==> config.mk <==
export PLATFORM = sky130hd
export DESIGN_NAME = stbs_search_seq_flat
export DESIGN_NICKNAME = d
export VERILOG_FILES = /design/src/rtl/sorted_table_binary_search_defines.svh /design/src/rtl/stbs_pkg.sv /design/src/rtl/stbs_req_if.sv /design/src/rtl/stbs_rsp_if.sv /design/src/rtl/stbs_search_seq.sv /design/src/flat_wrapper.sv
export SDC_FILE = /design/constraint.sdc
export NUM_CORES = 1
export LEC_CHECK = 0
export BUFFER_PORTS_ARGS = -buffer_cell sky130_fd_sc_hd__buf_2
export CAP_MARGIN = 20
export CORE_MARGIN = 2
export CORE_UTILIZATION = 54
export DETAILED_ROUTE_END_ITERATION = 12
export HOLD_SLACK_MARGIN = 0.1
export MAX_ROUTING_LAYER = met4
export PLACE_DENSITY = 0.81
export SLEW_MARGIN = 20
export SYNTH_ARGS = -nofsm -noshare
export SYNTH_HDL_FRONTEND = slang
export SYNTH_SLANG_ARGS = --single-unit
==> constraint.sdc <==
create_clock -name clock -period 3.83 [get_ports clock]
set_clock_uncertainty 0.2 [all_clocks]
set_input_delay 0.1915 -clock clock [delete_from_list [all_inputs] [get_ports clock]]
set_output_delay 0.1915 -clock clock [all_outputs]
set_load 0.005 [all_outputs]
==> src/rtl/sorted_table_binary_search_defines.svh <==
// Assertion helpers for the block's top-level file.
`ifndef SORTED_TABLE_BINARY_SEARCH_DEFINES_SVH
`define SORTED_TABLE_BINARY_SEARCH_DEFINES_SVH

// Same-cycle implication, disabled during reset.
`define STBS_ASSERT_NOW(label, clk, rst, cond, expr) \
   label: assert property (@(posedge clk) disable iff (rst) (cond) |-> (expr)) \
      else $error("assertion failed");

// Next-cycle implication, disabled during reset.
`define STBS_ASSERT_NEXT(label, clk, rst, cond, expr) \
   label: assert property (@(posedge clk) disable iff (rst) (cond) |=> (expr)) \
      else $error("assertion failed");

`endif

==> src/rtl/stbs_pkg.sv <==
package stbs_pkg;

   localparam int DEPTH  = 256;
   localparam int IDX_W  = $clog2(DEPTH);
   localparam int CNT_W  = $clog2(DEPTH + 1);
   localparam int DATA_W = 32;
   localparam int MODE_W = 2;
   localparam int POS_W  = 8;
   localparam int ENT_W  = 9;

   localparam logic [MODE_W-1:0] MODE_LOAD   = 2'd0;
   localparam logic [MODE_W-1:0] MODE_SEARCH = 2'd1;
   localparam logic [MODE_W-1:0] MODE_CLEAR  = 2'd2;

   typedef enum logic [3:0] {
      S_IDLE  = 4'b0001,
      S_PROBE = 4'b0010,
      S_CMP   = 4'b0100,
      S_DONE  = 4'b1000
   } state_type;

   typedef struct packed {
      logic              we;
      logic              re;
      logic [IDX_W-1:0]  addr;
      logic [DATA_W-1:0] wdata;
   } mem_req_type;

   typedef struct packed {
      logic [CNT_W-1:0] fill;
      logic             comparing;
      logic             idle;
   } seq_stat_type;

endpackage

==> src/rtl/stbs_req_if.sv <==
interface stbs_req_if;
   import stbs_pkg::*;

   logic                     valid;
   logic                     ready;
   logic [MODE_W-1:0]        mode;
   logic signed [DATA_W-1:0] value;

   modport source (output valid, output mode, output value, input ready);
   modport sink   (input valid, input mode, input value, output ready);
endinterface

==> src/rtl/stbs_rsp_if.sv <==
interface stbs_rsp_if;
   import stbs_pkg::*;

   logic             valid;
   logic             ready;
   logic             found;
   logic [POS_W-1:0] position;
   logic             status;
   logic [ENT_W-1:0] entries;

   modport source (output valid, output found, output position, output status,
                   output entries, input ready);
   modport sink   (input valid, input found, input position, input status,
                   input entries, output ready);
endinterface

==> src/rtl/stbs_search_seq.sv <==
module stbs_search_seq (
   input  logic                        clock,
   input  logic                        reset,
   stbs_req_if.sink                    req_chan,
   stbs_rsp_if.source                  rsp_chan,
   output stbs_pkg::mem_req_type       mem_req,
   input  logic [stbs_pkg::DATA_W-1:0] rd_data,
   output stbs_pkg::seq_stat_type      seq_stat
);
   import stbs_pkg::*;

   state_type                state_ff, state_in;
   logic [CNT_W-1:0]         fill_ff, fill_in;
   logic [CNT_W-1:0]         lo_ff, lo_in;
   logic [CNT_W-1:0]         hx_ff, hx_in;
   logic [IDX_W-1:0]         mid_ff, mid_in;
   logic signed [DATA_W-1:0] key_ff, key_in;
   logic                     res_found_ff, res_found_in;
   logic [IDX_W-1:0]         res_pos_ff, res_pos_in;
   logic                     res_status_ff, res_status_in;
   logic                     out_valid_ff, out_valid_in;
   logic                     out_found_ff, out_found_in;
   logic [POS_W-1:0]         out_pos_ff, out_pos_in;
   logic                     out_status_ff, out_status_in;
   logic [ENT_W-1:0]         out_entries_ff, out_entries_in;

   logic [CNT_W-1:0]         span;
   logic [CNT_W-1:0]         mid_full;
   logic                     probe_live;
   logic signed [DATA_W-1:0] entry;

   // hx holds hi + 1 of the closed interval, so mid = lo + (hi - lo) / 2
   assign span       = hx_ff - lo_ff - CNT_W'(1);
   assign mid_full   = lo_ff + (span >> 1);
   assign probe_live = (lo_ff < hx_ff);
   assign entry      = $signed(rd_data);

   always_comb begin
      state_in       = state_ff;
      fill_in        = fill_ff;
      lo_in          = lo_ff;
      hx_in          = hx_ff;
      mid_in         = mid_ff;
      key_in         = key_ff;
      res_found_in   = res_found_ff;
      res_pos_in     = res_pos_ff;
      res_status_in  = res_status_ff;
      out_valid_in   = out_valid_ff;
      out_found_in   = out_found_ff;
      out_pos_in     = out_pos_ff;
      out_status_in  = out_status_ff;
      out_entries_in = out_entries_ff;
      mem_req.we     = 1'b0;
      mem_req.re     = 1'b0;
      mem_req.addr   = mid_full[IDX_W-1:0];
      mem_req.wdata  = req_chan.value;

      // drop the output word once taken
      if (out_valid_ff && rsp_chan.ready) begin
         out_valid_in = 1'b0;
      end

      case (state_ff)
         S_IDLE: begin
            if (req_chan.valid) begin
               key_in        = req_chan.value;
               res_found_in  = 1'b0;
               res_pos_in    = '0;
               res_status_in = 1'b0;
               state_in      = S_DONE;
               case (req_chan.mode)
                  MODE_LOAD: begin
                     if (fill_ff < CNT_W'(DEPTH)) begin
                        mem_req.we   = 1'b1;
                        mem_req.addr = fill_ff[IDX_W-1:0];
                        fill_in      = fill_ff + CNT_W'(1);
                     end else begin
                        res_status_in = 1'b1;
                     end
                  end
                  MODE_SEARCH: begin
                     lo_in    = '0;
                     hx_in    = fill_ff;
                     state_in = S_PROBE;
                  end
                  MODE_CLEAR: begin
                     fill_in = '0;
                  end
                  default: begin
                  end
               endcase
            end
         end
         S_PROBE: begin
            if (probe_live) begin
               mem_req.re = 1'b1;
               mid_in     = mid_full[IDX_W-1:0];
               state_in   = S_CMP;
            end else begin
               state_in = S_DONE;
            end
         end
         S_CMP: begin
            if (entry == key_ff) begin
               res_found_in = 1'b1;
               res_pos_in   = mid_ff;
               state_in     = S_DONE;
            end else begin
               if (entry > key_ff) begin
                  hx_in = CNT_W'(mid_ff);
               end else begin
                  lo_in = CNT_W'(mid_ff) + CNT_W'(1);
               end
               state_in = S_PROBE;
            end
         end
         S_DONE: begin
            // hold until the output register is free
            if (!out_valid_ff || rsp_chan.ready) begin
               out_valid_in   = 1'b1;
               out_found_in   = res_found_ff;
               out_pos_in     = POS_W'(res_pos_ff);
               out_status_in  = res_status_ff;
               out_entries_in = ENT_W'(fill_ff);
               state_in       = S_IDLE;
            end
         end
         default: begin
            state_in = S_IDLE;
         end
      endcase
   end

   always_ff @(posedge clock) begin
      if (reset) begin
         state_ff     <= S_IDLE;
         fill_ff      <= '0;
         out_valid_ff <= 1'b0;
      end else begin
         state_ff     <= state_in;
         fill_ff      <= fill_in;
         out_valid_ff <= out_valid_in;
      end
   end

   always_ff @(posedge clock) begin
      lo_ff          <= lo_in;
      hx_ff          <= hx_in;
      mid_ff         <= mid_in;
      key_ff         <= key_in;
      res_found_ff   <= res_found_in;
      res_pos_ff     <= res_pos_in;
      res_status_ff  <= res_status_in;
      out_found_ff   <= out_found_in;
      out_pos_ff     <= out_pos_in;
      out_status_ff  <= out_status_in;
      out_entries_ff <= out_entries_in;
   end

   assign req_chan.ready    = (state_ff == S_IDLE);
   assign rsp_chan.valid    = out_valid_ff;
   assign rsp_chan.found    = out_found_ff;
   assign rsp_chan.position = out_pos_ff;
   assign rsp_chan.status   = out_status_ff;
   assign rsp_chan.entries  = out_entries_ff;

   assign seq_stat.fill      = fill_ff;
   assign seq_stat.comparing = (state_ff == S_CMP);
   assign seq_stat.idle      = (state_ff == S_IDLE);
endmodule

==> src/flat_wrapper.sv <==
// flat-port wrapper written by rule: the top's interface ports become plain ports
module stbs_search_seq_flat import stbs_pkg::*;
  (clock, reset, mem_req, rd_data, seq_stat, req_chan_valid, req_chan_mode, req_chan_value, req_chan_ready, rsp_chan_valid, rsp_chan_found, rsp_chan_position, rsp_chan_status, rsp_chan_entries, rsp_chan_ready);
  stbs_req_if req_chan_i ();
  stbs_rsp_if rsp_chan_i ();
  input  logic clock;
  input  logic reset;
  output stbs_pkg::mem_req_type mem_req;
  input  logic [stbs_pkg::DATA_W-1:0] rd_data;
  output stbs_pkg::seq_stat_type seq_stat;
  input wire logic [$bits(req_chan_i.valid)-1:0] req_chan_valid;
  input wire logic [$bits(req_chan_i.mode)-1:0] req_chan_mode;
  input wire logic [$bits(req_chan_i.value)-1:0] req_chan_value;
  output wire logic [$bits(req_chan_i.ready)-1:0] req_chan_ready;
  output wire logic [$bits(rsp_chan_i.valid)-1:0] rsp_chan_valid;
  output wire logic [$bits(rsp_chan_i.found)-1:0] rsp_chan_found;
  output wire logic [$bits(rsp_chan_i.position)-1:0] rsp_chan_position;
  output wire logic [$bits(rsp_chan_i.status)-1:0] rsp_chan_status;
  output wire logic [$bits(rsp_chan_i.entries)-1:0] rsp_chan_entries;
  input wire logic [$bits(rsp_chan_i.ready)-1:0] rsp_chan_ready;
  assign req_chan_i.valid = req_chan_valid;
  assign req_chan_i.mode = req_chan_mode;
  assign req_chan_i.value = req_chan_value;
  assign req_chan_ready = req_chan_i.ready;
  assign rsp_chan_valid = rsp_chan_i.valid;
  assign rsp_chan_found = rsp_chan_i.found;
  assign rsp_chan_position = rsp_chan_i.position;
  assign rsp_chan_status = rsp_chan_i.status;
  assign rsp_chan_entries = rsp_chan_i.entries;
  assign rsp_chan_i.ready = rsp_chan_ready;
  stbs_search_seq u_core (.clock(clock), .reset(reset), .req_chan(req_chan_i), .rsp_chan(rsp_chan_i), .mem_req(mem_req), .rd_data(rd_data), .seq_stat(seq_stat));
endmodule
---- Word level (Yosys, flattened, before mapping) ----
Index checks and enable logic that the tools add are counted.
operators by class
  $add $sub $neg .......................... 5
  order comparisons ....................... 3
  equality and inequality tests ........... 15
  mux-type cells .......................... 38
  reductions and logical operators ........ 14
operators with widths
  kind                   count
  $mux W9                9
  $pmux W9 S2            3
  $mux W8                6
  $eq A32 B32 Y1         1
  $gt A32 B32 Y1         1
  $mux W4                5
  $pmux W4 S4            1
  $pmux W8 S2            1
  $mux W1                12
  $ne A2 B1 Y1 const B   5
  $reduce_and A5 Y1      2
  $add A8 B1 Y9 const B  1
  $add A9 B1 Y9 const B  1
  $lt A9 B9 Y1           1
  $lt A9 B9 Y1 const B   1
  $sub A9 B1 Y9 const B  1
  $sub A9 B9 Y9          1
  $add A8 B8 Y8          1
  $reduce_and A2 Y1      4
  $ne A2 B2 Y1 const B   3
  $eq A4 B1 Y1 const B   1
  $eq A4 B2 Y1 const B   1
  $eq A4 B3 Y1 const B   1
  $eq A4 B4 Y1 const B   1
  other kinds (10)       11
word-level totals
  register bits after elaboration ......... 101
  input port bits ......................... 70
  output and inout port bits .............. 74

---- Logic depth before layout (Yosys ltp) ----
Gate-level depths: netlist of run 1.
  depth after elaboration ................. 7
  depth in mapped cells ................... 15
  depth with buffers taken out ............ 15

---- Least setup slack after synthesis of run 1 ----
Ideal clock, no wire load.
  path kind ............................... register to output
  start point ............................. register u_core.lo_ff[1]
  end point ............................... output port mem_req[39] (netlist name)
  data arrival time ....................... 2.804 ns
  data required time ...................... 3.438 ns
  slack ................................... 0.634 ns
  stages on the path, launching flop included .. 15
  buffers on the path ..................... 0
  cells stage by stage .................... edfxtp_1 ha_1 and3b_1 o21ai_0 a21boi_0 o21a_1 nor3_1 nor2_1 ha_1 inv_1 nor2_1 o31a_1 o41ai_1 xnor2_1 mux2_2
RTL lines
  item                    RTL line                source
  from (decl)             stbs_search_seq.sv:14   logic [CNT_W-1:0] lo_ff, lo_in;
  from (signal assigned)  stbs_search_seq.sv:147  lo_ff <= lo_in;
  to (decl)               flat_wrapper.sv:8       output stbs_pkg::mem_req_type mem_req;

==> flow_metrics.tcl, run 1 <==
set metrics [dict create \
    final_cells 804 \
    syn_to_final_growth_pct 23.41 \
    crit_required_ps 3440 \
    reg2reg_depth 8 \
    synthesis.area_mm2 0.005634 \
    cts.sinks 101 \
    drv_slew 0 \
    rsz0062_at_grt "yes" \
    p_per_area_mw_per_mm2 388.6 \
    reg2reg_slack_ps 600 \
    setup_viol 1 \
    dp_hpwl_um 9193 \
    clkPwrFrac_pct 25.4 \
    worst-setup-path-type "reg2out" \
    finalWorstSetupSlack_ps -26.52 \
    design_area_mm2 0.006953 \
    antenna_cells 0 \
    htreeDepth 3 \
    placed_cell_area_mm2 0.006271 \
    violations "setup timing" \
    timing.rr.end "u_core.mid_ff[0]" \
    antenna_found_initial 0 \
    ir_drop_uv 342.8 \
    drc_errors 0 \
    boundaryPins 144 \
    p_leak_nw 3.190 \
    crit_path_max_fanout 3 \
    crit_family "compound AO/OA/AOI/OAI gates" \
    place.gp.congestion 0.8782 \
    numCtsBuffers 9 \
    async_flop_share_pct 0 \
    slowest_stage "edfxtp_1" \
    whs_ps 178.8 \
    cp-end-kind "output pin" \
    initial_utilization_pct 55.07 \
    hold_end "u_core.state_ff[1]" \
    comb_power_share_pct 24.0 \
    grt_pass1_vias 4368 \
    root_buffer "clkbuf_8" \
    grt_pass1_wl_um 21130 \
    fp.coreArea_mm2 0.01023 \
    min_path_type "in2reg" \
    min_from "req_chan_valid" \
    cp.arrival_ps 3470 \
    fin_nets 792 \
    overflow 0 \
    clk_latency_ps 390 \
    synth-warning-count 0 \
    hold_depth 5 \
    die_x_um 106.1 \
    ant_nets 0 \
    synthTopCellsByCount "edfxtp_1, ha_1, inv_1" \
    ys_ff_latch 101 \
    clock_path_buffers 2 \
    worst_slew_pin_slew_ps 587.5 \
    cts.reportedPaths.clkPinSlew_ps 90 \
    cap_viol_max_count 0 \
    slew_headroom_pct 59.82 \
    port_buffers 143 \
    avgRoutedWirePerCell_um 16.75 \
    grt_start_max_net_pins 34 \
    synth_most_common_cell "edfxtp_1" \
    syn_area_per_cell_um2 11.22 \
    drive_gt1_share_pct 29.64 \
    finalHoldViolations 0 \
    p_seq_share_pct 50.5 \
    synth_top_area_cell "edfxtp_1" \
    first_pass_iters 4 \
    drt_iter0_markers 191 \
    synth-main-ff-cell "edfxtp_1" \
    fmax_ghz 0.2593 \
    viasPerCell 5.321 \
    wirelength_um 13470 \
    power_switching_uw 774.9 \
    die_h_um 106.1 \
    dr_total_vias 4278 \
    post-route-min-period_ps 3857 \
    finalPower_mw 2.702 \
    synthesis.instances 502 \
    crit_cells 16 \
    synth_nets 631 \
    status "finished, violations left" \
    r2r-start "u_core.hx_ff[4]" \
    ys_seq_area_share_pct 51.34 \
    cts_tree "built" \
    synth.top_cells.by_area "edfxtp_1, ha_1, dfxtp_1, buf_4, inv_1" \
    cp-start-kind "flop" \
    dp.cells 747 \
    rows 37 \
    dieArea_mm2 0.01127 \
    synth_top_area_share_pct 46.37 \
    intPower_mw 1.927 \
    grtUsageTotal_pct 25.44 \
    synth_edf_count 87 \
    p_sw_share_pct 28.68 \
    critPathMaxStageDelay_ps 420 \
    crit_chain "inv_2 > ha_4 > and3b_1 > o21ai_2 > a21boi_2 > o21a_1 > nor3_2 > nor2_1 > ha_1 > inv_2 > nor2_1 > o31a_1 > o41ai_4 > xnor2_1 > mux2_4 > buf_6" \
    synth.distinct_cells 58 \
    worst-path-buf-inv 3 \
    min_period_over_period_pct 100.7 \
]
[cell usage in the layout, fill, tap and decap left out, drive strengths merged, types with 13 or more instances in the layout]
| cell type | n |
|---|---|
| nand2 | 36 |
| a21oi | 33 |
| inv | 57 |
| a21o | 13 |
| dlygate4sd3 | 37 |
| buf | 151 |
| nor2 | 32 |
| dfxtp | 14 |
| xnor2 | 13 |
| edfxtp | 87 |
| o21ai | 17 |
| ha | 57 |
[worst reg2reg max path, delay by kind of cell (launching register included)]
kind,cells,cell delay (ps)
compound gates,5,1650
fa+ha+maj,1,390
buf+inv,2,290
flops,1,420
[cell families (layout without fill, tap and decap cells)]
logic type / after synthesis / after routing / share of synthesized area [%]
AOI/OAI and AO/OA: 80 / 80 / 8.572
and+or+nand+nor: 141 / 141 / 13.66
buffers and inverters: 94 / 260 / 8.683
DFF: 101 / 101 / 51.34
muxes: 4 / 4 / 0.7994
adders and majority gates: 59 / 59 / 13.37
xor gates and xnor gates: 23 / 23 / 3.575
[timing repair]
item                                   CTS  global route
setup endpoints to repair                3             4
gates cloned                             0             0
pin swaps                                0            11
resized for setup                        3            18
buffers inserted                         1             3
endpoints found under the hold margin   47             0
hold buffers                            37             0
[metrics by stage]
| stage | worst slack, ps | TNS (ps) | util, % |
|---|---|---|---|
| global route | -207.3 | -292.5 | 67.96 |
| floorplan | 634.3 | 0 | - |
| CTS | 11.10 | 0 | 66.99 |
| detailed placement | 152.1 | 0 | 61.29 |
| global placement | 304.0 | 0 | 61.29 |
| finish | -26.52 | -26.52 | 67.96 |
[routing by layer]
metal	share of wire, %	track usage (%)	vias up
li1	-	-	2060
met1	38	27.11	2018
met2	52	44.83	172
met3	7.1	6.990	28
met4	2.4	10.06	0
met5	0	-	-
[registers in the layout (all words and copies together) (netlist names), 4 cells and up]
| signal | count |
|---|---|
| u_core.fill_ff | 9 |
| u_core.state_ff | 4 |
| u_core.key_ff | 32 |
| u_core.rsp_chan.position | 8 |
| u_core.res_pos_ff | 8 |
| u_core.mid_ff | 8 |
| u_core.hx_ff | 9 |
| u_core.lo_ff | 9 |
| u_core.rsp_chan.entries | 9 |
[power groups by stage]
stage	clock (mW)	combinational, mW	sequential, mW
3_3_place_gp	0	0.547	1.38
6_report	0.686	0.650	1.37
2_1_floorplan	0	0.384	1.38
3_5_place_dp	0	0.571	1.39
5_1_grt	0.743	0.722	1.37
4_1_cts	0.695	0.610	1.36
[how the worst max path moves through the flow]
stage                          startpoint          end
after floorplan           u_core.lo_ff[1]  mem_req[39]
after global placement    u_core.lo_ff[1]  mem_req[39]
after detailed placement  u_core.lo_ff[1]  mem_req[39]
after CTS                 u_core.hx_ff[1]  mem_req[39]
after global routing      u_core.hx_ff[1]  mem_req[39]
final                     u_core.hx_ff[1]  mem_req[39]
[final cells by class]
class / count / area [um2]
flip-flops and latches: 101 / 2893
fillers: 746 / 3278
well taps: 136 / 170.2
multi-input cells: 307 / 2330
clock inverters: 6 / 70.07
repair buffers: 188 / 1152
clock buffers: 10 / 127.6
inverters: 56 / 210.2
No activity file was read; power rests on OpenSTA's default activity.
==> run 2: changes to the inputs <==
--- a/config.mk
+++ b/config.mk
@@ -7,11 +7,10 @@
 export LEC_CHECK = 0
 export BUFFER_PORTS_ARGS = -buffer_cell sky130_fd_sc_hd__buf_2
 export CAP_MARGIN = 20
-export CORE_MARGIN = 2
+export CORE_MARGIN = 5
 export CORE_UTILIZATION = 54
 export DETAILED_ROUTE_END_ITERATION = 12
 export HOLD_SLACK_MARGIN = 0.1
-export MAX_ROUTING_LAYER = met4
 export PLACE_DENSITY = 0.81
 export SLEW_MARGIN = 20
 export SYNTH_ARGS = -nofsm -noshare
==> run 2 against run 1 <==
Net effect: combinational power down 2%; highest routed layer unchanged; critical endpoint unchanged; sequential power about the same; setup slack better by 94 ps; final area down 0.50%; global-route usage down 3.7 points; the run now ends clean.
==> flow_metrics.tcl, run 2 (synthesized netlist as in run 1, its figures left out) <==
set metrics [dict create \
    status "finished, final reports clean" \
    mostFrequentLayoutCells "buf_2, edfxtp_1, ha_1" \
    port_buffers 143 \
    post-route-min-period_ps 3763 \
    fin_nets 791 \
    reg2reg_slack_ps 760 \
    largest_register_ffs 32 \
    rows 37 \
    dieArea_mm2 0.01258 \
    worst_slew_pin_slew_ps 619.1 \
    setup_tns_ps 0 \
    clock_path_buffers 2 \
    pre_cts_ws_ps 92.47 \
    finalWorstSetupSlack_ps 67.24 \
    grt_pass1_vias 4533 \
    reg2reg_depth 7 \
    p_leak_nw 3.187 \
    ir_drop_uv 324.8 \
    worst-setup-path-type "reg2out" \
    r2r-start "u_core.lo_ff[4]" \
    root_buffer "clkbuf_8" \
    drv_slew 0 \
    hold_depth 5 \
    first_pass_iters 5 \
    numCtsBuffers 9 \
    rsz0062_at_grt "yes" \
    clk_latency_ps 370 \
    hold_end "u_core.fill_ff[1]" \
    setup_viol 0 \
    slew_headroom_pct 57.66 \
    min_from "req_chan_valid" \
    fmax_ghz 0.2658 \
    grtUsageTotal_pct 21.76 \
    dp_hpwl_um 9685 \
    cap_viol_max_count 0 \
    die_h_um 112.1 \
    cts.sinks 101 \
    fp.coreArea_mm2 0.01023 \
    drive_gt1_share_pct 28.94 \
    timing.rr.end "u_core.mid_ff[5]" \
    avgRoutedWirePerCell_um 16.67 \
    drt_iter0_markers 223 \
    cts.reportedPaths.clkPinSlew_ps 100 \
    min_path_type "in2reg" \
    die_x_um 112.1 \
    cp-start-kind "flop" \
    overflow 0 \
    htreeDepth 3 \
    crit_required_ps 3440 \
    cts_tree "built" \
    cp-end-kind "output pin" \
    grt_pass1_wl_um 21640 \
    boundaryPins 144 \
    largest_register "u_core.key_ff" \
    initial_utilization_pct 55.07 \
    final_common_cell "buf_2" \
    syn_to_final_growth_pct 22.78 \
    antenna_found_initial 0 \
    antenna_cells 0 \
    min_period_over_period_pct 98.24 \
    grt_start_max_net_pins 34 \
    crit_path_max_fanout 3 \
    ant_nets 0 \
    wirelength_um 13390 \
    viasPerCell 5.336 \
    p_per_area_mw_per_mm2 384.8 \
    finalHoldViolations 0 \
    place.gp.congestion 0.8317 \
    drc_errors 0 \
    dr_total_vias 4285 \
    cp.arrival_ps 3370 \
    fill_cells 755 \
]
[run 2: layout make-up]
cell class	instances	area [um2]	share of cell area (%)
sequential	101	2893	41.82
multi-input combinational	307	2318	33.51
timing repair buffer	187	1139	16.46
inverter	56	210.2	3.039
tap	136	170.2	2.460
clock buffer	10	127.6	1.845
clock inverter	6	60.06	0.8682
[run 2: critical path, cell delays in order, from the launching register on]
cell,delay [ps]
edfxtp_1,410
nand2b_1,200
fa_2,380
nor2b_1,170
o2111ai_1,190
nand2_1,110
nor2_1,50
xnor2_1,270
ha_2,310
nor3_2,70
nor2_2,180
o41ai_4,120
xnor2_1,150
mux2_2,270
buf_2,120
[run 2: report_power, final]
part | switching (mW) | leakage (nW) | internal, mW
logic | 0.346 | 2.16 | 0.289
registers | 0.0436 | 0.934 | 1.32
clock network | 0.362 | 0.0961 | 0.302
total | 0.751 | 3.19 | 1.91
[run 2: what timing repair did]
action                                  4_1_cts  5_1_grt
hold buffers                                 37        0
endpoints found under the setup margin        3        3
hold endpoints to repair                     47        0
gates resized for setup                       3       14
setup buffers                                 1        2
pin swaps                                     0        4
[run 2: how the worst max path moves through the flow]
stage                         start          end  slack (ps)
finish              u_core.lo_ff[0]  mem_req[39]          70
global route        u_core.hx_ff[1]  mem_req[39]         -70
CTS                 u_core.hx_ff[1]  mem_req[39]          10
detailed placement  u_core.lo_ff[1]  mem_req[39]          90
global placement    u_core.lo_ff[1]  mem_req[39]         310
floorplan           u_core.lo_ff[1]  mem_req[39]         630
[run 2: metrics by stage]
step	hold slack (ps)	cells	area, um2	util [%]	total power, mW
after floorplan	60.57	502	5634	-	1.761
after global placement	178.6	747	6271	61.29	1.928
after detailed placement	181.0	747	6271	61.29	1.962
after CTS	138.9	801	6844	66.89	2.644
after global routing	169.6	803	6918	67.62	2.803
final	158.6	803	6918	67.62	2.662
[run 2: layer usage]
| layer | wire length [um] | global-route usage, % | vias to the layer above | share of wire (%) |
|---|---|---|---|---|
| met5 | 0 | 0 | - | 0 |
| met4 | 401 | 9.295 | 0 | 3.0 |
| met3 | 1071 | 6.846 | 26 | 8.0 |
| met2 | 6829 | 38.58 | 197 | 51 |
| met1 | 5087 | 24.00 | 2010 | 38 |
| li1 | - | - | 2052 | - |
